===== config.mk =====
export PLATFORM = sky130hd
export DESIGN_NAME = acpi_rsdp_scanner
export DESIGN_NICKNAME = d
export VERILOG_FILES = /design/src/design/rsdp_pkg.sv /design/src/design/rsdp_in_stage.sv /design/src/design/rsdp_scan_core.sv /design/src/design/rsdp_out_stage.sv /design/src/design/acpi_rsdp_scanner.sv
export VERILOG_INCLUDE_DIRS = /design/src /design/src/design
export SDC_FILE = /design/constraint.sdc
export NUM_CORES = 1
export LEC_CHECK = 0
export BUFFER_PORTS_ARGS = -buffer_cell sky130_fd_sc_hd__clkbuf_2
export CAP_MARGIN = 20
export CORE_MARGIN = 4
export CORE_UTILIZATION = 35
export CTS_BUF_LIST = sky130_fd_sc_hd__clkbuf_4 sky130_fd_sc_hd__clkbuf_8
export CTS_CLUSTER_DIAMETER = 200
export DETAILED_ROUTE_END_ITERATION = 16
export PLACE_DENSITY = 0.46
export SLEW_MARGIN = 5
export SYNTH_ARGS = -nofsm -noshare
export SYNTH_HDL_FRONTEND = slang
export SYNTH_HIERARCHICAL = 1
export SYNTH_SLANG_ARGS = --single-unit
export TNS_END_PERCENT = 5

===== constraint.sdc =====
create_clock -name i_clk -period 13 [get_ports i_clk]
set_input_delay 1.3 -clock i_clk [delete_from_list [all_inputs] [get_ports i_clk]]
set_output_delay 1.3 -clock i_clk [all_outputs]
set_load 0.02 [all_outputs]

===== src/design/acpi_rsdp_scanner_macros.svh =====
// Assertion helpers used by the scan core.
`ifndef ACPI_RSDP_SCANNER_MACROS_SVH
`define ACPI_RSDP_SCANNER_MACROS_SVH

// Same-cycle implication, checked outside reset.
`define RSDP_ASSERT_IMP(label, clk, rst_n, ante, cons, msg) \
    label: assert property (@(posedge clk) disable iff (!(rst_n)) (ante) |-> (cons)) \
        else $error(msg);

// Next-cycle implication, checked outside reset.
`define RSDP_ASSERT_NXT(label, clk, rst_n, ante, cons, msg) \
    label: assert property (@(posedge clk) disable iff (!(rst_n)) (ante) |=> (cons)) \
        else $error(msg);

`endif


===== src/design/rsdp_pkg.sv =====
`default_nettype none

package rsdp_pkg;

    // Slot pitch at which the signature is probed
    localparam int unsigned SLOT_BYTES = 16;

    // Structure byte offsets
    localparam logic [31:0] OFS_SIG_LAST = 32'd7;
    localparam logic [31:0] OFS_STRUCT   = 32'd8;
    localparam logic [31:0] OFS_REV      = 32'd15;
    localparam logic [31:0] OFS_V1_END   = 32'd19;
    localparam logic [31:0] OFS_LEN_LAST = 32'd23;
    localparam logic [31:0] OFS_PREFIX   = 32'd24;
    localparam logic [31:0] OFS_V2_END   = 32'd31;
    localparam logic [31:0] OFS_SLOT_END = 32'(SLOT_BYTES - 1);

    // Number of stored prefix sums
    localparam int unsigned PREFIX_DEPTH = 24;
    localparam int unsigned PREFIX_AW    = $clog2(PREFIX_DEPTH);

    typedef enum logic [1:0] {
        ST_FOUND   = 2'd0,
        ST_NO_SIG  = 2'd1,
        ST_BAD_SUM = 2'd2,
        ST_TRUNC   = 2'd3
    } t_status;

    typedef enum logic {
        TT_RSDT = 1'b0,
        TT_XSDT = 1'b1
    } t_table_type;

    typedef struct packed {
        logic [7:0] data_byte;
        logic       first_byte;
        logic       last_byte;
    } t_in_beat;

    typedef struct packed {
        t_status     status;
        t_table_type table_type;
        logic [63:0] location;
    } t_out_beat;

    // Handshake between the scan core and the result stage
    typedef struct packed {
        logic adv;
        logic emit;
    } t_step_ctl;

    // Signature "RSD PTR ", byte by byte
    function automatic logic [7:0] sig_byte(input logic [2:0] idx);
        logic [7:0] b;
        unique case (idx)
            3'd0:    b = 8'h52;
            3'd1:    b = 8'h53;
            3'd2:    b = 8'h44;
            3'd3:    b = 8'h20;
            3'd4:    b = 8'h50;
            3'd5:    b = 8'h54;
            3'd6:    b = 8'h52;
            default: b = 8'h20;
        endcase
        return b;
    endfunction

endpackage

`default_nettype wire


===== src/design/rsdp_in_stage.sv =====
`default_nettype none

module rsdp_in_stage import rsdp_pkg::*; (
    input  wire logic     i_clk,
    input  wire logic     i_rst_n,
    input  wire logic     i_in_valid,
    output logic          o_in_ready,
    input  wire t_in_beat i_in_data,
    input  wire logic     i_pop,
    output logic          o_valid,
    output t_in_beat      o_data
);

    logic     r_valid;
    t_in_beat r_data;

    assign o_in_ready = !r_valid || i_pop;
    assign o_valid    = r_valid;
    assign o_data     = r_data;

    // Hold one beat until the core consumes it
    always_ff @(posedge i_clk) begin
        if (!i_rst_n) begin
            r_valid <= 1'b0;
        end else if (o_in_ready) begin
            r_valid <= i_in_valid;
        end
    end

    always_ff @(posedge i_clk) begin
        if (o_in_ready && i_in_valid) begin
            r_data <= i_in_data;
        end
    end

endmodule

`default_nettype wire


===== src/design/rsdp_scan_core.sv =====
`default_nettype none
`include "acpi_rsdp_scanner_macros.svh"

module rsdp_scan_core import rsdp_pkg::*; (
    input  wire logic     i_clk,
    input  wire logic     i_rst_n,
    input  wire logic     i_valid,
    input  wire t_in_beat i_data,
    input  wire logic     i_out_free,
    output logic          o_pop,
    output t_step_ctl     o_ctl,
    output t_out_beat     o_res
);

    typedef enum logic [1:0] {
        PH_SEEK,
        PH_READ,
        PH_DONE
    } t_phase;

    t_phase      r_phase, n_phase;
    logic [31:0] r_offset, n_offset;
    logic        r_rej, n_rej;
    logic [7:0]  r_sum, n_sum;
    logic [7:0]  r_rev;
    logic [31:0] r_len;
    logic [31:0] r_short;
    logic [63:0] r_long;
    logic [7:0]  r_prefix [PREFIX_DEPTH];

    logic                adv;
    logic [7:0]          d;
    t_phase              cur_phase;
    logic [31:0]         cur_off;
    logic                cur_rej;
    logic [7:0]          cur_sum;
    logic [7:0]          sum_add;
    logic                rej_hit;
    logic [31:0]         len_full;
    logic [31:0]         short_full;
    logic [63:0]         long_full;
    logic [PREFIX_AW-1:0] pre_idx;
    logic [7:0]          pre_val;
    logic [7:0]          sum_read;
    logic [7:0]          sum_fix;
    logic [32:0]         off_next;
    logic                emit;
    t_out_beat           res;

    assign adv   = i_valid && i_out_free;
    assign o_pop = adv;
    assign d     = i_data.data_byte;

    // Restart on a first byte: view the state as freshly cleared
    assign cur_phase = i_data.first_byte ? PH_SEEK : r_phase;
    assign cur_off   = i_data.first_byte ? '0 : r_offset;
    assign cur_rej   = i_data.first_byte ? 1'b0 : r_rej;
    assign cur_sum   = i_data.first_byte ? '0 : r_sum;

    assign sum_add  = cur_sum + d;
    assign rej_hit  = cur_rej || ((cur_off < OFS_STRUCT) && (d != sig_byte(cur_off[2:0])));
    assign off_next = {1'b0, cur_off} + 33'd1;

    // Complete multi-byte fields with the byte in flight
    assign len_full   = {d, r_len[23:0]};
    assign short_full = {d, r_short[23:0]};
    assign long_full  = (cur_off == OFS_V2_END) ? {d, r_long[55:0]} : r_long;

    // Prefix sum for short revision-2 structures; entry 23 is the live sum
    assign pre_idx = len_full[PREFIX_AW-1:0];
    assign pre_val = (len_full == OFS_LEN_LAST) ? cur_sum : r_prefix[pre_idx];

    assign sum_read = ((cur_off < OFS_PREFIX) || (cur_off < r_len)) ? sum_add : cur_sum;
    assign sum_fix  = ((cur_off == OFS_LEN_LAST) && (r_rev != 8'd0) && (len_full < OFS_PREFIX))
                      ? pre_val : sum_read;

    // Next state and result for one byte
    always_comb begin
        n_phase  = cur_phase;
        n_offset = cur_off;
        n_rej    = cur_rej;
        n_sum    = cur_sum;
        emit     = 1'b0;
        res      = '{status: ST_FOUND, table_type: TT_RSDT, location: '0};
        unique case (cur_phase)
            PH_SEEK: begin
                n_sum = sum_add;
                n_rej = rej_hit;
                if (!rej_hit && (cur_off == OFS_SIG_LAST)) begin
                    n_phase  = PH_READ;
                    n_offset = OFS_STRUCT;
                    if (i_data.last_byte) begin
                        emit       = 1'b1;
                        res.status = ST_TRUNC;
                    end
                end else begin
                    if (cur_off >= OFS_SLOT_END) begin
                        n_offset = '0;
                        n_rej    = 1'b0;
                        n_sum    = '0;
                    end else begin
                        n_offset = off_next[31:0];
                    end
                    if (i_data.last_byte) begin
                        emit       = 1'b1;
                        res.status = ST_NO_SIG;
                    end
                end
            end
            PH_READ: begin
                n_sum = sum_fix;
                if ((cur_off == OFS_V1_END) && (r_rev == 8'd0)) begin
                    emit = 1'b1;
                    if (sum_fix != 8'd0) begin
                        res.status = ST_BAD_SUM;
                    end else begin
                        res.location = {32'd0, short_full};
                    end
                end else if ((cur_off >= OFS_V2_END) && (r_rev != 8'd0)
                             && (off_next >= {1'b0, r_len})) begin
                    emit           = 1'b1;
                    res.table_type = TT_XSDT;
                    if (sum_fix != 8'd0) begin
                        res.status = ST_BAD_SUM;
                    end else begin
                        res.location = long_full;
                    end
                end else if (i_data.last_byte) begin
                    emit       = 1'b1;
                    res.status = ST_TRUNC;
                end else begin
                    n_offset = off_next[31:0];
                end
            end
            default: begin
                n_phase = PH_DONE;
            end
        endcase
        if (emit) begin
            n_phase = PH_DONE;
        end
    end

    assign o_ctl = '{adv: adv, emit: emit};
    assign o_res = res;

    // Hold scan state, advance once per consumed beat
    always_ff @(posedge i_clk) begin
        if (!i_rst_n) begin
            r_phase  <= PH_SEEK;
            r_offset <= '0;
            r_rej    <= 1'b0;
            r_sum    <= '0;
        end else if (adv) begin
            r_phase  <= n_phase;
            r_offset <= n_offset;
            r_rej    <= n_rej;
            r_sum    <= n_sum;
        end
    end

    // Capture structure fields and prefix sums
    always_ff @(posedge i_clk) begin
        if (adv && (cur_phase != PH_DONE)) begin
            if (cur_off < OFS_PREFIX) begin
                r_prefix[cur_off[PREFIX_AW-1:0]] <= cur_sum;
            end
            if (cur_phase == PH_READ) begin
                if (cur_off == OFS_REV) begin
                    r_rev <= d;
                end else if ((cur_off >= 32'd16) && (cur_off <= OFS_V1_END)) begin
                    r_short[8*cur_off[1:0] +: 8] <= d;
                end else if ((cur_off >= 32'd20) && (cur_off <= OFS_LEN_LAST)) begin
                    r_len[8*cur_off[1:0] +: 8] <= d;
                end else if ((cur_off >= OFS_PREFIX) && (cur_off <= OFS_V2_END)) begin
                    r_long[8*cur_off[2:0] +: 8] <= d;
                end
            end
        end
    end

    `RSDP_ASSERT_IMP(a_loc_zero, i_clk, i_rst_n, emit && (res.status != ST_FOUND), res.location == 64'd0, "location set on a failed result")
    `RSDP_ASSERT_NXT(a_done_after_emit, i_clk, i_rst_n, adv && emit, r_phase == PH_DONE, "scan not parked after a result")
    `RSDP_ASSERT_IMP(a_read_offset, i_clk, i_rst_n, r_phase == PH_READ, r_offset >= OFS_STRUCT, "structure read below signature end")
    `RSDP_ASSERT_IMP(a_seek_offset, i_clk, i_rst_n, r_phase == PH_SEEK, r_offset <= OFS_SLOT_END, "seek offset past slot end")

endmodule

`default_nettype wire


===== src/design/rsdp_out_stage.sv =====
`default_nettype none

module rsdp_out_stage import rsdp_pkg::*; (
    input  wire logic      i_clk,
    input  wire logic      i_rst_n,
    input  wire t_step_ctl i_ctl,
    input  wire t_out_beat i_res,
    output logic           o_free,
    output logic           o_out_valid,
    input  wire logic      i_out_ready,
    output t_out_beat      o_out_data
);

    logic      r_valid;
    t_out_beat r_data;

    assign o_free      = !r_valid || i_out_ready;
    assign o_out_valid = r_valid;
    assign o_out_data  = r_data;

    // Load a result, drop it once taken
    always_ff @(posedge i_clk) begin
        if (!i_rst_n) begin
            r_valid <= 1'b0;
        end else if (i_ctl.adv && i_ctl.emit) begin
            r_valid <= 1'b1;
        end else if (i_out_ready) begin
            r_valid <= 1'b0;
        end
    end

    always_ff @(posedge i_clk) begin
        if (i_ctl.adv && i_ctl.emit) begin
            r_data <= i_res;
        end
    end

endmodule

`default_nettype wire


===== src/design/acpi_rsdp_scanner.sv =====
// RSDP signature search and checksum over a byte stream.
// Input channel: one memory byte per beat (i_in_valid / o_in_ready, payload
// i_in_data) with first_byte marking a region start and last_byte its end.
// Each slot start is probed for "RSD PTR "; a matching slot is parsed as a
// root pointer and its byte sum checked (20 bytes for revision 0, otherwise
// the stated length, reading at least through byte 31).
// Output channel: at most one result beat per region (o_out_valid /
// i_out_ready, payload o_out_data) with status, table type and address.
// Throughput: one byte per cycle unless the receiver stalls; the input
// register, combinational scan logic and the result register form a
// two-stage path; a result shows on o_out_valid from the result register.
// After a result, bytes are taken and dropped until the next first byte.
// Reset clears the handshake registers and starts a new search; the first
// byte after reset opens a region even without first_byte.
// When the receiver stalls, the result register holds its beat, the input
// register fills, and o_in_ready falls until the result is taken.
`default_nettype none

module acpi_rsdp_scanner import rsdp_pkg::*; (
    input  wire logic      i_clk,
    input  wire logic      i_rst_n,
    input  wire logic      i_in_valid,
    output logic           o_in_ready,
    input  wire t_in_beat  i_in_data,
    output logic           o_out_valid,
    input  wire logic      i_out_ready,
    output t_out_beat      o_out_data
);

    logic      pop;
    logic      in_valid;
    t_in_beat  in_data;
    logic      out_free;
    t_step_ctl step_ctl;
    t_out_beat res;

    rsdp_in_stage u_in (
        .i_clk      (i_clk),
        .i_rst_n    (i_rst_n),
        .i_in_valid (i_in_valid),
        .o_in_ready (o_in_ready),
        .i_in_data  (i_in_data),
        .i_pop      (pop),
        .o_valid    (in_valid),
        .o_data     (in_data)
    );

    rsdp_scan_core u_core (
        .i_clk      (i_clk),
        .i_rst_n    (i_rst_n),
        .i_valid    (in_valid),
        .i_data     (in_data),
        .i_out_free (out_free),
        .o_pop      (pop),
        .o_ctl      (step_ctl),
        .o_res      (res)
    );

    rsdp_out_stage u_out (
        .i_clk       (i_clk),
        .i_rst_n     (i_rst_n),
        .i_ctl       (step_ctl),
        .i_res       (res),
        .o_free      (out_free),
        .o_out_valid (o_out_valid),
        .i_out_ready (i_out_ready),
        .o_out_data  (o_out_data)
    );

endmodule

`default_nettype wire

=== Word level (Yosys, flattened, before mapping) ===
Memories as Yosys holds them, arrays and structs flattened. A register that Yosys moved wholly into a read port is not among the register bits.
Cells that the tools add are included.
Widths: inputs -> output; s select.

* $add $sub $neg: 4
* Multiply operators: 0
* Div/mod/pow operators: 0
* $lt $le $gt $ge: 13
* Equal/unequal tests: 14
* Shifts and indexed selects: 4
* Muxes and demuxes: 48
* Bitwise logic cells: 4
* Reductions and logical operators: 33

{| class="wikitable"
|+ Operators with widths
! kind !! count
|-
| $mux 32 || 7
|-
| $mux 64 || 3
|-
| $eq 32x5->1 const B || 4
|-
| $ge 32x5->1 const B || 4
|-
| $le 32x5->1 const B || 3
|-
| $mux 65 || 1
|-
| $bwmux 32 || 2
|-
| $bwmux 64 || 1
|-
| $lt 32x5->1 const B || 2
|-
| $pmux 32 s2 || 1
|-
| $shift 8x34->64 const A || 1
|-
| $shiftx 8x34->64 || 1
|-
| $mux 8 || 6
|-
| $pmux 7 s5 || 1
|-
| $neg 5->34 || 1
|-
| $neg 6->34 || 1
|-
| $shift 8x34->32 const A || 1
|-
| $shiftx 8x34->32 || 1
|-
| $add 32x1->33 const B || 1
|-
| $ge 33x32->1 || 1
|-
| $eq 32x3->1 const B || 1
|-
| $eq 32x4->1 const B || 1
|-
| $ge 32x4->1 const B || 1
|-
| $lt 32x32->1 || 1
|-
| 28 further kinds || 73
|}

* Register bits after elaboration: 258
* Bits in latches: 0
* Bits in writable memories: 192
* Bits in read-only memories: 0
* Output and inout port bits: 69
* Word-level logic and storage cells: 137
* Memories: 1

{| class="wikitable"
|+ Memories
! name !! words !! bits a word !! read ports !! clocked after memory_dff !! wr ports !! RTL line !! source
|-
| u_core.r_prefix || 24 || 8 || 1 || 1 || 1 || rsdp_scan_core.sv:29 || <nowiki>logic [7:0] r_prefix [PREFIX_DEPTH];</nowiki>
|}

=== Logic depth before layout (Yosys ltp) ===
Gate-level depths: netlist of run 1.

* Word-level depth: 12
* Depth in mapped cells: 28
* Depth with buffers taken out: 23

=== Modules after synthesis ===
The synthesis of run 1 kept the hierarchy.

{| class="wikitable"
|+ By module, submodules not included
! module !! instances !! cells an instance !! area an instance (um2) !! seq. area each (um2)
|-
| rsdp_scan_core || 1 || 1563 || 18874.4 || 10570.1
|-
| rsdp_out_stage || 1 || 72 || 2064.5 || 2031.9
|-
| rsdp_in_stage || 1 || 15 || 357.8 || 320.3
|}

=== Least setup slack after synthesis of run 1 ===
Ideal clock, no wire load.

* Kind: reg2reg
* From: reg u_in.r_data (netlist bit u_in/o_data[1])
* To: reg u_out.r_data (netlist bit u_out/o_out_data[0]) (enable)
* Library setup time: 0.421 ns
* Data arrival time: 6.318 ns
* Required time: 12.579 ns
* Slack: 6.261 ns
* Cell stages (with the launch flop): 28
* Buffers on the path: 4
* Period minus slack after synthesis: 6.739 ns
* Cells stage by stage: edfxtp_1 > inv_2 > clkbuf_1 > nand2_1 > inv_1 > clkbuf_1 > clkbuf_1 > ha_1 > and4b_1 > and4_1 > nand4_1 > nor4_1 > nand3_1 > nor2_1 > and3_1 > xor2_1 > ha_1 > nand3_1 > nor4_1 > nand3_1 > nand2_1 > nor3_1 > nand3_1 > nand3_1 > a21oi_1 > buf_4 > nand2_1 > inv_1

* Cells in the longest elaborated chain, start to end: 8
* Elaborated cells between the ends (all ways): 15
* Classes of those cells: add/sub: 1; order compare: 2; eq/ne: 2; mux: 5; reduce/logical: 5

{| class="wikitable"
|+ RTL lines
! what !! RTL line !! source
|-
| start, declared || rsdp_in_stage.sv:15 || <nowiki>t_in_beat r_data;</nowiki>
|-
| start signal, assigned || rsdp_in_stage.sv:32 || <nowiki>r_data <= i_in_data;</nowiki>
|-
| $mux 32 || rsdp_scan_core.sv:56 || <nowiki>assign cur_off = i_data.first_byte ? '0 : r_offset;</nowiki>
|-
| $add 32x1->33 / $ge 32x5->1 (equally long branches) || rsdp_scan_core.sv:62, rsdp_scan_core.sv:119 ||
|-
| $ge 33x32->1 / $logic_and 1x1->1 (equally long branches) || rsdp_scan_core.sv:120, rsdp_scan_core.sv:119 ||
|-
| $logic_and 1x1->1 || rsdp_scan_core.sv:120 || <nowiki>&& (off_next >= {1'b0, r_len})) begin</nowiki>
|-
| $mux 1 || rsdp_scan_core.sv:119 || <nowiki>end else if ((cur_off >= OFS_V2_END) && (r_rev != 8'd0)</nowiki>
|-
| $mux 1 || rsdp_scan_core.sv:112 || <nowiki>if ((cur_off == OFS_V1_END) && (r_rev == 8'd0)) begin</nowiki>
|-
| $pmux 1 s2 * || rsdp_scan_core.sv:85 || <nowiki>unique case (cur_phase)</nowiki>
|-
| net u_core.emit || rsdp_scan_core.sv:47 || <nowiki>logic emit;</nowiki>
|-
| $logic_and 1x1->1 * || rsdp_out_stage.sv:33 || <nowiki>if (i_ctl.adv && i_ctl.emit) begin</nowiki>
|-
| end signal, assigned || rsdp_out_stage.sv:34 || <nowiki>r_data <= i_res;</nowiki>
|-
| end, declared || rsdp_out_stage.sv:15 || <nowiki>t_out_beat r_data;</nowiki>
|}

The timed path passes the listed nets; every way through them passes the cells marked *.
A chain may end at the register's enable or synchronous reset.

==> metrics.txt, run 1 <==
TritonRoute pass-1 iters 5; Reg-to-Reg Start u_in/o_data[1]; actual slew at the worst max-slew pin 1100 ps; Max Slew Vio Count 0; post-synthesis sequential area ratio 60.7%; prevailing post-synth register cell edfxtp_1; Synth area leaders edfxtp_1 56%, mux4_2 5.2%, dfxtp_1 4.7%; sw power 692 uW; Fillers 5763; Area Growth Syn to Fin 13.2%; row count 90; Pleak 9.00 nW; Crit Path Max Fanout 65; commonest non-fill, non-tap cell in the layout edfxtp_1; Net Sw Frac 22.9%; CTS Buf Count 81; Post-synth EDFFs 397; PostCTS Resize Cnt 0; family with the most delay on the worst path simple AND/OR/NAND/NOR gates; total global routing overflow 0; H-tree Lvls 3; Worst-Skew Late Latency 650 ps; outcome finished, final reports clean; Post-Syn Area 21300 sq um; commonest cells after routing, fill and taps aside 397 x edfxtp_1, 140 x nor2_1, 108 x nand2_1; HPWL after DPL 43100 um; HP Start u_core/r_offset[30]; core area 60200 sq um; CP bufs+invs 5; Min Clock Period, post-route 7950 ps; ANT nets after route 0; slowest stage delay, CP 750 ps; first-pass GRT wire length 93300 um; Gate Count Post-Synth 1650; Hold WS 489 ps; WS Path Type register to register; drt total wl 62500 um; Yosys top cell area share 56.0%; CTS tree done; Synth warnings 6; Total GRT Usage 19.2%; hold buffers post-CTS 0; WL/cell 24.1 um; maximum vdd drop 0.0882 mV; fin crit share 61.1%; cell repeated most along the worst path nand3_1; power per cell area 125 nW/um^2; headroom to the max-slew limit 26.6%; number of global-route vias before repair 14400; DRC 0; clock skew 28.5 ps; syn_area_per_cell 12.9 sq um; Hold Vio Cnt, Final 0; critical path capture point type register; share of layout cells above drive strength 1 20.0%; Async SR Flop Fraction 0%; final setup violating endpoints 0; Yosys top cell by area edfxtp_1; FF+latch count, synth 447; Max Cap Violations 0; Bufs on Longest Clock Path 3; Post-Route Setup TNS 0 ps; port bufs 82; Avg Vias per Cell 5.41; CP Launch Type register; die area 64900 sq um; Ports 83; total number of vias 14100; Gate power share 4.7%; post-synthesis cell type count 88; Sink Count 447; Nets 1845; Iter 0 DRT Violations 1254; critical path data required time 13260 ps; Internal 2.33 mW; Clock Power Share 43.1%; CP Launch Point u_in/o_data[1]; unrepaired setup endpoints after global routing false; f_max 126 MHz; Syn Nets 1741; final core utilization 40.0%; Hold WC Path Type register to register; Chip Height 255 um; CP arrival 8210 ps; CTS clk-pin slew, worst paths 50 ps; Sequential Power Share 52.2%; largest net degree at the start of global routing 66; CTS Root Cell clkbuf_8; Die Span X 255 um; setup bufs post-CTS 0; Final Total Pwr 3.02 mW; initial antenna violation count 1; Initial Utilization 35.3%; slowest stage cell, crit path inv_1; routability cong. 0.897
-- state kept, by name, indices dropped and copies added, names as in the netlist, named ones only --
signal / count
u_core/r_len: 32
u_core/r_long: 64
u_core/r_offset: 32
u_core/r_phase: 2
u_core/r_prefix: 192
u_core/r_rej: 1
u_core/r_rev: 8
u_core/r_short: 24
u_core/r_sum: 8
u_in/o_data: 10
u_in/o_valid: 1
u_out/o_out_data: 67
u_out/o_out_valid: 1
-- cells in the mapped netlist (6+ instances only) --
| cell type | count |
|---|---|
| inv_1 | 56 |
| or3_1 | 11 |
| nor2_1 | 141 |
| and2_1 | 38 |
| mux2i_1 | 15 |
| nand4_1 | 17 |
| dfxtp_1 | 50 |
| nand3_1 | 42 |
| nand3b_1 | 6 |
| xnor2_1 | 18 |
| o211ai_1 | 6 |
| and4_1 | 13 |
| a211oi_1 | 8 |
| a221oi_1 | 7 |
| ha_1 | 76 |
| nand2_1 | 108 |
| a21oi_1 | 63 |
| clkbuf_1 | 62 |
| and3_1 | 69 |
| edfxtp_1 | 397 |
| nor3_1 | 32 |
| nor4_1 | 18 |
| mux4_2 | 49 |
| mux2_2 | 10 |
| o22ai_1 | 13 |
| o21ai_0 | 51 |
| buf_2 | 15 |
| or4_1 | 7 |
| nor2_4 | 20 |
| a22oi_1 | 42 |
| nand2b_1 | 8 |
| nor2b_1 | 35 |
| a21o_1 | 17 |
| xor2_1 | 24 |
-- cell type report --
| type | instances | area [sq um] | area share, % |
|---|---|---|---|
| Antenna cell | 1 | 2.50 | 0.0104 |
| Clock buffer | 121 | 1470 | 6.10 |
| Clock inverter | 23 | 125 | 0.519 |
| Inverter | 61 | 229 | 0.950 |
| Multi-Input combinational cell | 1049 | 7720 | 32.0 |
| Sequential cell | 447 | 12900 | 53.6 |
| Tap cell | 782 | 978 | 4.06 |
| Timing Repair Buffer | 114 | 656 | 2.72 |
-- worst register-to-register path: stages, from the launching register on --
cell and delay, ps:
edfxtp_1 360, buf_4 240, inv_2 330, nand2_1 600, inv_1 760, ha_1 400, and4b_1 330, and4_1 330
nand4_1 130, nor4_1 510, nand3_1 310, nor2_1 250, and3_1 190, xor2_1 240, ha_1 210, nand3_1 110
nor4_1 310, nand3_1 120, nand2_1 100, nor3_1 60, nand3_1 150, nand3_1 290, a21oi_1 240, nand2_1 110
inv_2 110, buf_4 640
-- stage by stage --
step                worst slack, ps  cell area [sq um]  std cells
CTS                            5230              24100       2595
finish                         5050              24100       2598
detailed placement             5240              22500       2451
global route                   4430              24100       2598
global placement               5600              22500       2451
floorplan                      6260              21300       1650
-- final timing paths --
kind | slack (ps) | cells past startpoint | end
min | 490 | 2 | u_core/r_offset[30]
max reg2reg | 5050 | 25 | u_out/o_out_data[3]
max | 5050 | 25 | u_out/o_out_data[3]
min reg2reg | 490 | 2 | u_core/r_offset[30]
-- power by group through the flow --
stage          registers (mW)  clock network [mW]  logic [mW]
2_1_floorplan            1.61                   0      0.0784
3_3_place_gp             1.61                   0       0.140
3_5_place_dp             1.61                   0       0.141
4_1_cts                  1.58                1.35       0.141
5_1_grt                  1.58                1.41       0.153
6_report                 1.58                1.30       0.142
-- logic make-up after synthesis --
kind of cell	Yosys count	share of synthesized area, %
and+or+nand+nor	596	15.3
DFF	447	60.7
AOI/OAI and AO/OA	260	8.05
buffers and inverters	154	3.22
adders and majority gates	77	4.56
muxes	74	6.42
xor gates and xnor gates	42	1.73
-- per-layer routing --
metal | vias to the layer above | GRT usage, % | share of wire (%)
met5 | - | 0 | 0
met4 | 0 | 5.05 | 2.2
met3 | 89 | 3.53 | 5.3
met2 | 473 | 32.5 | 48
met1 | 7045 | 25.8 | 44
li1 | 6456 | - | -
No activity file was read; power rests on OpenSTA's default activity.
==> run 2: changes to the inputs <==
==> constraint.sdc (replaced) <==
create_clock -name i_clk -period 8.1 [get_ports i_clk]
set_input_delay 0.81 -clock i_clk [delete_from_list [all_inputs] [get_ports i_clk]]
set_output_delay 0.81 -clock i_clk [all_outputs]
set_load 0.02 [all_outputs]
==> metrics.txt, run 2 (same netlist as run 1, synthesis figures left out) <==
outcome finished, final reports clean; Hold Vio Cnt, Final 0; PostCTS Resize Cnt 0; Sequential Power Share 51.7%; routability cong. 0.912; TritonRoute pass-1 iters 6; ANT nets after route 0; post-route cell area 24200 sq um; first-pass GRT wire length 92700 um; CP arrival 6960 ps; Chip Height 255 um; CTS Root Cell clkbuf_8; core area 60200 sq um; final setup violating endpoints 0; Iter 0 DRT Violations 1099; placed cell count 2456; CTS Buf Count 80; WS Path Type register to register; Hold WC Path Type input port to register; maximum vdd drop 0.140 mV; critical path data required time 8390 ps; met3 WL post-DR 3440 um; Pleak 9.01 nW; fin cells 2610; CTS tree done; Max Cap Violations 0; Gate power share 4.7%; cells on worst reg2reg path 25; Avg Vias per Cell 5.44; Initial Utilization 35.3%; DRC 0; sw power 1.14 mW; commonest non-fill, non-tap cell in the layout edfxtp_1; hold path depth 1; Crit Path Max Fanout 67; metal2 WL 30200 um; Clock Power Share 43.6%; total global routing overflow 0; share of layout cells above drive strength 1 20.1%; Hold WS 346 ps; largest net degree at the start of global routing 68; row count 90; headroom to the max-slew limit 27.6%; routed length on met1 27200 um; HPWL after DPL 43300 um; initial antenna violation count 1; Area Growth Syn to Fin 13.6%; Internal 3.75 mW; max FFs per register 192; power per cell area 202 nW/um^2; Ports 83; commonest cells after routing, fill and taps aside 397 x edfxtp_1, 140 x nor2_1, 108 x nand2_1; Total GRT Usage 19.2%; clock skew 20.5 ps; die area 64900 sq um; CP Launch Type register; f_max 150 MHz; unrepaired setup endpoints after global routing false; Worst-Skew Late Latency 660 ps; WL/cell 24.0 um; drt total wl 62600 um; Bufs on Longest Clock Path 3; Die Span X 255 um; DR top layer met4; CTS clk-pin slew, worst paths 60 ps; Sink Count 447; Post-Route Setup TNS 0 ps; total number of vias 14200; Max Slew Vio Count 0; Nets 1849; Min Clock Period, post-route 6670 ps; number of global-route vias before repair 14300; H-tree Lvls 3; port bufs 82; DP Area 22500 sq um; setup bufs post-CTS 0; hold buffers post-CTS 0; actual slew at the worst max-slew pin 1080 ps; Net Sw Frac 23.3%; fin crit share 82.4%; critical path capture point type register; Final Total Pwr 4.89 mW
run 2: cell count changes in the layout (fill, tap and decap cells not counted), moves of 2 or more:
| cell | before | now |
|---|---|---|
| clkbuf_8 | 90 | 86 |
| buf_6 | 0 | 2 |
| buf_4 | 30 | 32 |
| clkbuf_4 | 31 | 18 |
| bufinv_16 | 0 | 3 |
| clkinv_2 | 5 | 18 |
| clkinv_1 | 15 | 22 |
run 2: final timing paths:
check / from / endpoint / slack [ps]
worst max register to register: u_in/o_data[1] / u_out/o_out_data[5] / 1430
worst max-delay path: u_in/o_data[1] / u_out/o_out_data[5] / 1430
worst min-delay path: i_in_data[6] / u_in/o_data[6] / 350
worst min register to register: u_core/r_sum[7] / u_core/r_sum[7] / 510
run 2: per-stage QoR:
stage                     util, %  worst slack [ps]
after detailed placement     37.4              1530
after global routing         40.2               723
after global placement       37.4              1680
after floorplan                 -              1360
final                        40.2              1430
after CTS                    40.1              1480
run 2: power by group through the flow:
stage | combinational (mW) | clock, mW | sequential [mW]
after floorplan | 0.126 | 0 | 2.59
after global placement | 0.226 | 0 | 2.58
after detailed placement | 0.228 | 0 | 2.58
after CTS | 0.229 | 2.20 | 2.53
after global routing | 0.247 | 2.32 | 2.53
final | 0.228 | 2.13 | 2.53
run 2: layout make-up:
cell class / instances / area, sq um
Tap cell: 782 / 978
Clock inverter: 46 / 307
Multi-Input combinational cell: 1049 / 7730
Inverter: 61 / 229
Timing Repair Buffer: 119 / 703
Sequential cell: 447 / 12900
Fill cell: 5707 / 36100
Clock buffer: 104 / 1320
Antenna cell: 2 / 5.00
run 2: critical path: stages (launching register included):
cell and delay [ps]:
edfxtp_1 390, inv_2 310, nand2_1 100, buf_4 230, inv_1 540, ha_1 400, and4b_1 290, and4_1 330
nand4_1 130, nor4_1 470, nand3_1 320, nor2_1 240, and3_1 190, xor2_1 100, ha_1 330, nand3_1 100
nor4_1 290, nand3_1 110, nand2_1 110, nor3_1 60, nand3_1 140, nand3_1 280, a21oi_1 220, nand2_1 110
inv_2 100, buf_12 250
run 2: per-layer routing:
| metal | vias to the layer above | GRT usage, % |
|---|---|---|
| li1 | 6484 | - |
| met1 | 7128 | 25.6 |
| met2 | 481 | 32.1 |
| met3 | 105 | 3.56 |
| met4 | 0 | 6.13 |
| met5 | - | 0 |
